[src/rtl/cts_pkg.sv]
// Shared types and constants for the cooker thermostat sequencer.
// Used by cts_minutes, cts_ctrl and cooker_thermostat_sequencer; no dependencies.
package cts_pkg;

    localparam int unsigned TempW    = 10;
    localparam int unsigned TickW    = 12;
    localparam int unsigned OffsetW  = 4;
    localparam int unsigned MinutesW = 9;
    localparam int unsigned PhaseW   = 3;
    localparam int unsigned CfgIdxW  = 2;
    localparam int unsigned CfgDataW = 12;

    // Operation codes on the input channel.
    localparam logic [1:0] OP_SAMPLE = 2'd0;
    localparam logic [1:0] OP_TICK   = 2'd1;
    localparam logic [1:0] OP_START  = 2'd2;
    localparam logic [1:0] OP_STOP   = 2'd3;

    // Configuration register indexes.
    localparam logic [CfgIdxW-1:0] CFG_COOK_TICKS   = 2'd0;
    localparam logic [CfgIdxW-1:0] CFG_FOOD_TARGET  = 2'd1;
    localparam logic [CfgIdxW-1:0] CFG_WATER_OFFSET = 2'd2;
    localparam logic [CfgIdxW-1:0] CFG_HEATER_LIMIT = 2'd3;

    // Register reset values.
    localparam logic [TickW-1:0]   COOK_TICKS_RST   = 12'd120;
    localparam logic [TempW-1:0]   FOOD_TARGET_RST  = 10'd65;
    localparam logic [OffsetW-1:0] WATER_OFFSET_RST = 4'd0;
    localparam logic [TempW-1:0]   HEATER_LIMIT_RST = 10'd200;

    localparam logic [TickW-1:0] TICK_MAX = 12'd4095;

    // One tick is five seconds, so minutes are ticks / 12 = (ticks >> 2) / 3.
    // x / 3 equals (x * 683) >> 11 for every x below 2048.
    localparam logic [9:0] DIV3_MAGIC = 10'd683;
    localparam int unsigned DIV3_SHIFT = 11;

    // Phase codes as they appear on the result channel.
    localparam logic [PhaseW-1:0] PHASE_IDLE    = 3'd0;
    localparam logic [PhaseW-1:0] PHASE_MAIN    = 3'd1;
    localparam logic [PhaseW-1:0] PHASE_WATER   = 3'd2;
    localparam logic [PhaseW-1:0] PHASE_HEATER  = 3'd3;
    localparam logic [PhaseW-1:0] PHASE_CONFIRM = 3'd4;

    typedef enum logic [4:0] {
        ST_IDLE    = 5'b00001,
        ST_MAIN    = 5'b00010,
        ST_WATER   = 5'b00100,
        ST_HEATER  = 5'b01000,
        ST_CONFIRM = 5'b10000
    } state_t;

    typedef struct packed {
        logic [TickW-1:0]   cook_ticks;
        logic [TempW-1:0]   food_target;
        logic [OffsetW-1:0] first_water_offset;
        logic [TempW-1:0]   first_heater_limit;
    } cfg_t;

    typedef struct packed {
        logic [1:0]       operation;
        logic [TempW-1:0] water_temp;
        logic [TempW-1:0] heater_temp;
        logic [TempW-1:0] food_temp;
    } item_t;

    typedef struct packed {
        logic                heater_on;
        logic [PhaseW-1:0]   phase;
        logic                food_reached;
        logic [MinutesW-1:0] minutes_left;
        logic                cooked;
    } result_t;

endpackage

[src/rtl/cts_minutes.sv]
// Minutes-left calculation from the remaining cook ticks.
// Depends on cts_pkg.
module cts_minutes
    import cts_pkg::*;
(
    input  logic                confirmed,
    input  logic [TickW-1:0]    cook_ticks,
    input  logic [TickW-1:0]    elapsed,
    output logic [MinutesW-1:0] minutes
);

    logic [TickW-1:0]  remain;
    logic [19:0]       product;
    logic [MinutesW-1:0] quotient;

    always_comb
    begin
        remain   = (cook_ticks > elapsed) ? cook_ticks - elapsed : '0;
        product  = remain[TickW-1:2] * DIV3_MAGIC;
        quotient = product[DIV3_SHIFT +: MinutesW];
        minutes  = confirmed ? quotient + MinutesW'(1) : '0;
    end

endmodule

[src/rtl/cts_ctrl.sv]
// Sequencer state and next-state logic for one item per enabled cycle.
// Depends on cts_pkg and cts_minutes.
module cts_ctrl
    import cts_pkg::*;
(
    input  logic    clk,
    input  logic    rst_n,
    input  logic    step,
    input  item_t   item,
    input  cfg_t    cfg,
    output result_t result
);

    state_t           state_reg, state_next;
    logic             heater_reg, heater_next;
    logic             first_done_reg, first_done_next;
    logic             confirmed_reg, confirmed_next;
    logic             return_hold_reg, return_hold_next;
    logic [TickW-1:0] elapsed_reg, elapsed_next;
    logic [TempW-1:0] water_limit_reg, water_limit_next;
    logic [TempW-1:0] heater_limit_reg, heater_limit_next;

    logic clear_run, start_run, heat_on, check_end, cooked;
    logic running, water_hit, heater_hit, food_hit, time_left;

    assign running    = (state_reg != ST_IDLE);
    assign water_hit  = (item.water_temp >= water_limit_reg);
    assign heater_hit = (item.heater_temp >= heater_limit_reg);
    assign food_hit   = (item.food_temp >= cfg.food_target);
    assign time_left  = (elapsed_reg < cfg.cook_ticks);

    always_comb
    begin
        state_next        = state_reg;
        heater_next       = heater_reg;
        first_done_next   = first_done_reg;
        confirmed_next    = confirmed_reg;
        return_hold_next  = return_hold_reg;
        elapsed_next      = elapsed_reg;
        water_limit_next  = water_limit_reg;
        heater_limit_next = heater_limit_reg;
        clear_run = 1'b0;
        start_run = 1'b0;
        heat_on   = 1'b0;
        check_end = 1'b0;
        cooked    = 1'b0;

        unique case (item.operation)
            OP_STOP:
            begin
                clear_run = 1'b1;
            end
            OP_START:
            begin
                if (!running)
                begin
                    clear_run = 1'b1;
                    start_run = 1'b1;
                    heat_on   = 1'b1;
                end
            end
            OP_TICK:
            begin
                if (running && confirmed_reg && elapsed_reg < TICK_MAX)
                begin
                    elapsed_next = elapsed_reg + TickW'(1);
                end
            end
            default:
            begin
                unique case (state_reg)
                    ST_IDLE:
                    begin
                    end
                    ST_MAIN:
                    begin
                        if (water_hit)
                        begin
                            heater_next = 1'b0;
                            state_next  = ST_WATER;
                        end
                        else if (food_hit)
                        begin
                            heater_next = 1'b0;
                            if (!confirmed_reg)
                                state_next = ST_CONFIRM;
                            else
                                check_end = 1'b1;
                        end
                        else if (heater_hit)
                        begin
                            heater_next = 1'b0;
                            state_next  = ST_HEATER;
                        end
                        else
                        begin
                            check_end = 1'b1;
                        end
                    end
                    ST_WATER:
                    begin
                        if (food_hit && !confirmed_reg)
                        begin
                            heater_next = 1'b0;
                            state_next  = ST_CONFIRM;
                        end
                        else if (water_hit && time_left)
                        begin
                            // Keep holding with the heater off.
                        end
                        else if (return_hold_reg)
                        begin
                            return_hold_next = 1'b0;
                            heater_next      = 1'b0;
                            state_next       = ST_HEATER;
                        end
                        else
                        begin
                            heat_on   = 1'b1;
                            check_end = 1'b1;
                        end
                    end
                    ST_HEATER:
                    begin
                        if (food_hit)
                        begin
                            heater_next = 1'b0;
                            if (!confirmed_reg)
                                state_next = ST_CONFIRM;
                            else
                                check_end = 1'b1;
                        end
                        else if (water_hit)
                        begin
                            return_hold_next = 1'b1;
                            heater_next      = 1'b0;
                            state_next       = ST_WATER;
                        end
                        else if (heater_hit && time_left)
                        begin
                            // Keep holding with the heater off.
                        end
                        else
                        begin
                            heat_on   = 1'b1;
                            check_end = 1'b1;
                        end
                    end
                    ST_CONFIRM:
                    begin
                        if (food_hit)
                            confirmed_next = 1'b1;
                        else
                            heat_on = 1'b1;
                        check_end = 1'b1;
                    end
                    default:
                    begin
                        clear_run = 1'b1;
                    end
                endcase
            end
        endcase

        // The actions below run in the order the sequencer applies them.
        if (clear_run)
        begin
            state_next       = ST_IDLE;
            heater_next      = 1'b0;
            first_done_next  = 1'b0;
            confirmed_next   = 1'b0;
            elapsed_next     = '0;
            return_hold_next = 1'b0;
        end
        if (start_run)
        begin
            state_next = ST_MAIN;
        end
        if (heat_on)
        begin
            heater_next = 1'b1;
            if (!first_done_next)
            begin
                heater_limit_next = cfg.first_heater_limit;
                water_limit_next  = (cfg.food_target > TempW'(cfg.first_water_offset)) ?
                                    cfg.food_target - TempW'(cfg.first_water_offset) : '0;
                first_done_next   = 1'b1;
            end
            else
            begin
                heater_limit_next = cfg.food_target;
                water_limit_next  = (cfg.food_target != '0) ?
                                    cfg.food_target - TempW'(1) : '0;
            end
        end
        if (check_end)
        begin
            if (!time_left)
            begin
                state_next       = ST_IDLE;
                heater_next      = 1'b0;
                first_done_next  = 1'b0;
                confirmed_next   = 1'b0;
                elapsed_next     = '0;
                return_hold_next = 1'b0;
                cooked           = 1'b1;
            end
            else
            begin
                state_next = ST_MAIN;
            end
        end
    end

    always_ff @(posedge clk or negedge rst_n)
    begin
        if (!rst_n)
        begin
            state_reg        <= ST_IDLE;
            heater_reg       <= 1'b0;
            first_done_reg   <= 1'b0;
            confirmed_reg    <= 1'b0;
            return_hold_reg  <= 1'b0;
            elapsed_reg      <= '0;
            water_limit_reg  <= '0;
            heater_limit_reg <= '0;
        end
        else if (step)
        begin
            state_reg        <= state_next;
            heater_reg       <= heater_next;
            first_done_reg   <= first_done_next;
            confirmed_reg    <= confirmed_next;
            return_hold_reg  <= return_hold_next;
            elapsed_reg      <= elapsed_next;
            water_limit_reg  <= water_limit_next;
            heater_limit_reg <= heater_limit_next;
        end
    end

    cts_minutes u_minutes (
        .confirmed  (confirmed_next),
        .cook_ticks (cfg.cook_ticks),
        .elapsed    (elapsed_next),
        .minutes    (result.minutes_left)
    );

    always_comb
    begin
        result.heater_on    = heater_next;
        result.food_reached = confirmed_next;
        result.cooked       = cooked;
        unique case (state_next)
            ST_IDLE:    result.phase = PHASE_IDLE;
            ST_MAIN:    result.phase = PHASE_MAIN;
            ST_WATER:   result.phase = PHASE_WATER;
            ST_HEATER:  result.phase = PHASE_HEATER;
            ST_CONFIRM: result.phase = PHASE_CONFIRM;
            default:    result.phase = PHASE_IDLE;
        endcase
    end

endmodule

[src/rtl/cooker_thermostat_sequencer.sv]
// Slow-cooker heater sequencer: configuration registers, input word register and
// result register around cts_ctrl. Depends on cts_pkg, cts_ctrl and cts_minutes.
//
// Each input word (sample, tick, start or stop) yields exactly one result word.
// A word is captured in an input register and is evaluated by the sequencer once
// the output register can advance; its result is held in the output register until
// taken. One word can be accepted every cycle while the result side keeps up. The
// sequencer state is updated in the same cycle the result register loads, which is
// what allows back-to-back words. Configuration writes are accepted every cycle and
// should be issued only while no word is in flight.
module cooker_thermostat_sequencer
    import cts_pkg::*;
(
    input  logic                clk,
    input  logic                rst_n,

    input  logic                cfg_valid,
    output logic                cfg_ready,
    input  logic [CfgIdxW-1:0]  cfg_index,
    input  logic [CfgDataW-1:0] cfg_data,

    input  logic                in_valid,
    output logic                in_ready,
    input  logic [1:0]          operation,
    input  logic [TempW-1:0]    water_temp,
    input  logic [TempW-1:0]    heater_temp,
    input  logic [TempW-1:0]    food_temp,

    output logic                out_valid,
    input  logic                out_ready,
    output logic                heater_on,
    output logic [PhaseW-1:0]   phase,
    output logic                food_reached,
    output logic [MinutesW-1:0] minutes_left,
    output logic                cooked
);

    cfg_t    cfg_reg;
    item_t   item_reg;
    logic    item_valid_reg;
    result_t result_reg, result_next;
    logic    out_valid_reg;
    logic    advance;

    assign cfg_ready = 1'b1;
    assign advance   = !out_valid_reg || out_ready;
    assign in_ready  = !item_valid_reg || advance;

    always_ff @(posedge clk or negedge rst_n)
    begin
        if (!rst_n)
        begin
            cfg_reg.cook_ticks         <= COOK_TICKS_RST;
            cfg_reg.food_target        <= FOOD_TARGET_RST;
            cfg_reg.first_water_offset <= WATER_OFFSET_RST;
            cfg_reg.first_heater_limit <= HEATER_LIMIT_RST;
        end
        else if (cfg_valid)
        begin
            unique case (cfg_index)
                CFG_COOK_TICKS:   cfg_reg.cook_ticks         <= cfg_data;
                CFG_FOOD_TARGET:  cfg_reg.food_target        <= cfg_data[TempW-1:0];
                CFG_WATER_OFFSET: cfg_reg.first_water_offset <= cfg_data[OffsetW-1:0];
                CFG_HEATER_LIMIT: cfg_reg.first_heater_limit <= cfg_data[TempW-1:0];
                default:          cfg_reg                    <= cfg_reg;
            endcase
        end
    end

    always_ff @(posedge clk or negedge rst_n)
    begin
        if (!rst_n)
        begin
            item_valid_reg <= 1'b0;
            out_valid_reg  <= 1'b0;
        end
        else
        begin
            if (in_ready)
                item_valid_reg <= in_valid;
            if (advance)
                out_valid_reg <= item_valid_reg;
        end
    end

    always_ff @(posedge clk)
    begin
        if (in_valid && in_ready)
        begin
            item_reg.operation   <= operation;
            item_reg.water_temp  <= water_temp;
            item_reg.heater_temp <= heater_temp;
            item_reg.food_temp   <= food_temp;
        end
        if (item_valid_reg && advance)
            result_reg <= result_next;
    end

    cts_ctrl u_ctrl (
        .clk    (clk),
        .rst_n  (rst_n),
        .step   (item_valid_reg && advance),
        .item   (item_reg),
        .cfg    (cfg_reg),
        .result (result_next)
    );

    assign out_valid    = out_valid_reg;
    assign heater_on    = result_reg.heater_on;
    assign phase        = result_reg.phase;
    assign food_reached = result_reg.food_reached;
    assign minutes_left = result_reg.minutes_left;
    assign cooked       = result_reg.cooked;

endmodule

[config.mk]
export PLATFORM = sky130hd
export DESIGN_NAME = cooker_thermostat_sequencer
export DESIGN_NICKNAME = d
export VERILOG_FILES = /design/src/rtl/cts_pkg.sv /design/src/rtl/cts_minutes.sv /design/src/rtl/cts_ctrl.sv /design/src/rtl/cooker_thermostat_sequencer.sv
export SDC_FILE = /design/constraint.sdc
export NUM_CORES = 1
export LEC_CHECK = 0
export BUFFER_PORTS_ARGS = -buffer_cell sky130_fd_sc_hd__buf_2
export CAP_MARGIN = 20
export CORE_MARGIN = 5
export CORE_UTILIZATION = 45
export CTS_CLUSTER_DIAMETER = 60
export DETAILED_ROUTE_END_ITERATION = 16
export HOLD_SLACK_MARGIN = 0.15
export PLACE_DENSITY = 0.68
export SYNTH_ARGS = -nofsm -noshare
export SYNTH_HDL_FRONTEND = slang
export SYNTH_HIERARCHICAL = 1
export SYNTH_SLANG_ARGS = --single-unit
[constraint.sdc]
create_clock -name clk -period 14.23 [get_ports clk]
set_input_delay 0.7115 -clock clk [delete_from_list [all_inputs] [get_ports clk]]
set_output_delay 0.7115 -clock clk [all_outputs]
set_load 0.01 [all_outputs]
==> results.json <==
{
  "timing_worst_slew_pin_value_ns": 0.8507,
  "avgSynthCellArea_sq_um": 9.984,
  "critical_path_class": "flop to flop",
  "core_area_sq_um": 21690,
  "detailroute.wirelength.met3_microns": 1348,
  "slew_violations": 0,
  "drt_pre_antenna_iters": 7,
  "most_frequently_used_flop_master_after_synthesis": "dfrtp_1",
  "cts.repair.resized": 0,
  "mostFrequentLayoutCell": "ha_1",
  "layout-area-overhead-vs-synth_pct": 11.60,
  "timing.final.crit_share_pct": 77.19,
  "via_per_inst": 5.649,
  "post_drt_wl_per_cell_microns": 17.08,
  "detailedPlacementHpwl_microns": 18080,
  "die_h_microns": 157.9,
  "grt_pass1_wl_microns": 37410,
  "final_cell_mix": "120 x ha_1, 110 x inv_1, 71 x nor2_1",
  "antenna_cells": 0,
  "fraction_of_layout_cells_with_a_size_suffix_above_1_pct": 17.98,
  "post_synth_num_cell_types": 99,
  "remaining_global_route_overflow": 0,
  "grt_pass1_vias": 7517,
  "grt.total_usage_pct": 18.71,
  "clock_latency_ns": 0.42,
  "rsz0062_at_grt": "no",
  "synth-async-reset-ratio_pct": 62.70,
  "critPathLaunchType": "flop",
  "worst-endpoint-required_ns": 14.50,
  "postSynthCellCount": 986,
  "post_cts_buffers": 0,
  "final_net_count": 1243,
  "design.portCount": 69,
  "cts_tree": "done",
  "worst_setup_ep_type": "flop",
  "maximum_number_of_pins_on_one_net_before_global_route_repair": 54,
  "finalClockSkew_ns": 0.01214,
  "min-delay-path-class": "primary input to asynchronous set/reset pin",
  "post_synth_instance_area_sq_um": 9844,
  "cts.root.buffer_cell": "clkbuf_16",
  "critical-path-slowest-cell": "nor2b_1",
  "die_area_sq_um": 24930,
  "ys_ff_latch": 126,
  "gp_congestion": 0.9147,
  "fmax_achieved_mhz": 91.05,
  "dr.max_layer_used": "met4",
  "ys_warn_count": 6,
  "dp_cells": 1310,
  "cts.htree.levels": 4,
  "cts_buffer_depth": 2,
  "buffers_on_ports": 67,
  "worst-endpoint-arrival_ns": 11.26,
  "synth.net_count": 1180,
  "final-setup-viol-count": 0,
  "cap_violations": 0,
  "placement_rows": 54,
  "number_of_cts_inserted_buffers": 17,
  "final-hold-violation-count": 0,
  "wl_met1_microns": 10930,
  "timing.hold.ws_ns": 0.2009,
  "synth_seq_area_share_pct": 34.54,
  "initial_core_util_pct": 45.39,
  "crit_path_max_fanout": 14,
  "postRouteWirelength_microns": 22920,
  "antenna_found_initial": 0,
  "drt.antenna.violating_nets": 0,
  "worst_slew_margin_pct": 43.13,
  "clkTransAtPathRegs_ns": 0.06,
  "largest_register_ff_count": 36,
  "fp.dieW_microns": 157.9,
  "finalNonFillerCells": 1342,
  "post_cts_hold_buffer_count": 0,
  "drt_drc_violations_left": 0,
  "dr.first_iter.drc_count": 643,
  "outcome": "finished, final reports clean",
  "clock-sinks": 126,
  "worst_path_largest_cell_delay_ns": 0.65,
  "setup_total_negative_slack_ns": 0,
  "routed-wl-met2_microns": 10420,
  "final.min_clock_period_ns": 10.98,
  "synth_edf_count": 47,
  "via_count": 7581
}
-- final timing paths --
check                                                      startpoint                                     to  slack, ns  depth (start not counted)
worst min register to register  u_ctrl/water_limit_reg[8]$_DFFE_PN0P_  u_ctrl/water_limit_reg[8]$_DFFE_PN0P_       0.48                          2
worst max register to register                cfg_reg[20]$_DFFE_PN1P_              minutes_left[6]$_DFFE_PP_       3.25                         43
worst max-delay path                          cfg_reg[20]$_DFFE_PN1P_              minutes_left[6]$_DFFE_PP_       3.25                         43
worst min-delay path                                            rst_n                 cfg_reg[5]$_DFFE_PN0P_       0.20                          1
max in group asynchronous                                       rst_n      u_ctrl/elapsed_reg[0]$_DFFE_PN0P_      13.01                          2
min in group clk                                        water_temp[2]                 item_reg[22]$_DFFE_PP_       0.46                          1
-- cell usage after synthesis (3+ instances only) --
cell type  number  area share [%]
a21o_1         14             1.1
clkbuf_1       13            0.50
nand2_1        62             2.4
buf_6           4            0.46
or2_2           3            0.19
o31ai_1        12            0.92
xor2_1         11            0.98
o2bb2ai_1       5            0.44
and2_1          6            0.38
inv_1         110             4.2
o211ai_1        4            0.31
nor3_1         21             1.1
a31oi_1        12            0.76
a211oi_1       11            0.84
mux2i_1        15             1.5
nand4_1         9            0.57
buf_4           4            0.31
mux2_2         39             4.5
a211o_1         5            0.44
o21a_1         10            0.76
buf_2           4            0.20
edfxtp_1       47              14
and3_1         12            0.76
nor2b_1        10            0.64
fa_1           23             4.7
nand3_1        28             1.4
nor2_1         71             2.7
dfstp_2        10             2.7
or3_1           3            0.19
nand3b_1        5            0.38
a22o_1          7            0.62
dfrtp_1        69              18
ha_1          120              15
a21oi_1        49             2.5
xnor2_1        25             2.2
nand2b_1       12            0.76
o21ai_0        37             1.9
nor4_1          4            0.25
-- area by class of cell --
class	count	area, sq um
Fill cell	1951	10700
Clock inverter	14	143.9
Multi-Input combinational cell	721	5869
Inverter	112	425.4
Sequential cell	126	3401
Timing Repair Buffer	71	367.9
Clock buffer	18	429.2
Tap cell	280	350.3
-- kinds of logic after synthesis --
| logic type | count (synthesis) | synth area share (%) |
|---|---|---|
| adder cells (fa/ha/maj) | 143 | 19.93 |
| other | 1 | 0.03809 |
| AO/OA/AOI/OAI | 215 | 15.87 |
| AND/OR/NAND/NOR | 269 | 13.89 |
| buffers and inverters | 139 | 5.974 |
| multiplexers | 55 | 6.139 |
| XOR/XNOR | 38 | 3.610 |
| flip-flops | 126 | 34.54 |
-- layer usage --
metal,vias to the layer above,GRT usage [%]
met5,-,0
met4,0,3.523
met3,25,3.663
met2,246,29.85
met1,3622,26.79
li1,3688,-
-- per-stage QoR --
step | setup WS [ns] | instance area (sq um) | utilization [%]
final | 3.247 | 10990 | 50.66
after detailed placement | 3.371 | 10410 | 48.02
after CTS | 3.296 | 10990 | 50.66
after global placement | 3.639 | 10410 | 48.02
after global routing | 2.476 | 10990 | 50.66
after floorplan | 4.642 | 9844 | -
-- critical path: cells and delay by family (launching register included) --
| kind | cells | cell delay, ns |
|---|---|---|
| AO/OA/AOI/OAI | 11 | 2.82 |
| XOR/XNOR | 2 | 0.67 |
| adder cells (fa/ha/maj) | 9 | 3.18 |
| buffers and inverters | 6 | 0.34 |
| flip-flops | 1 | 0.56 |
| multiplexers | 2 | 0.59 |
| AND/OR/NAND/NOR | 13 | 2.65 |
Power is not shown: default switching activity piles up to over one toggle a cycle in this logic, so the estimate is an artifact.
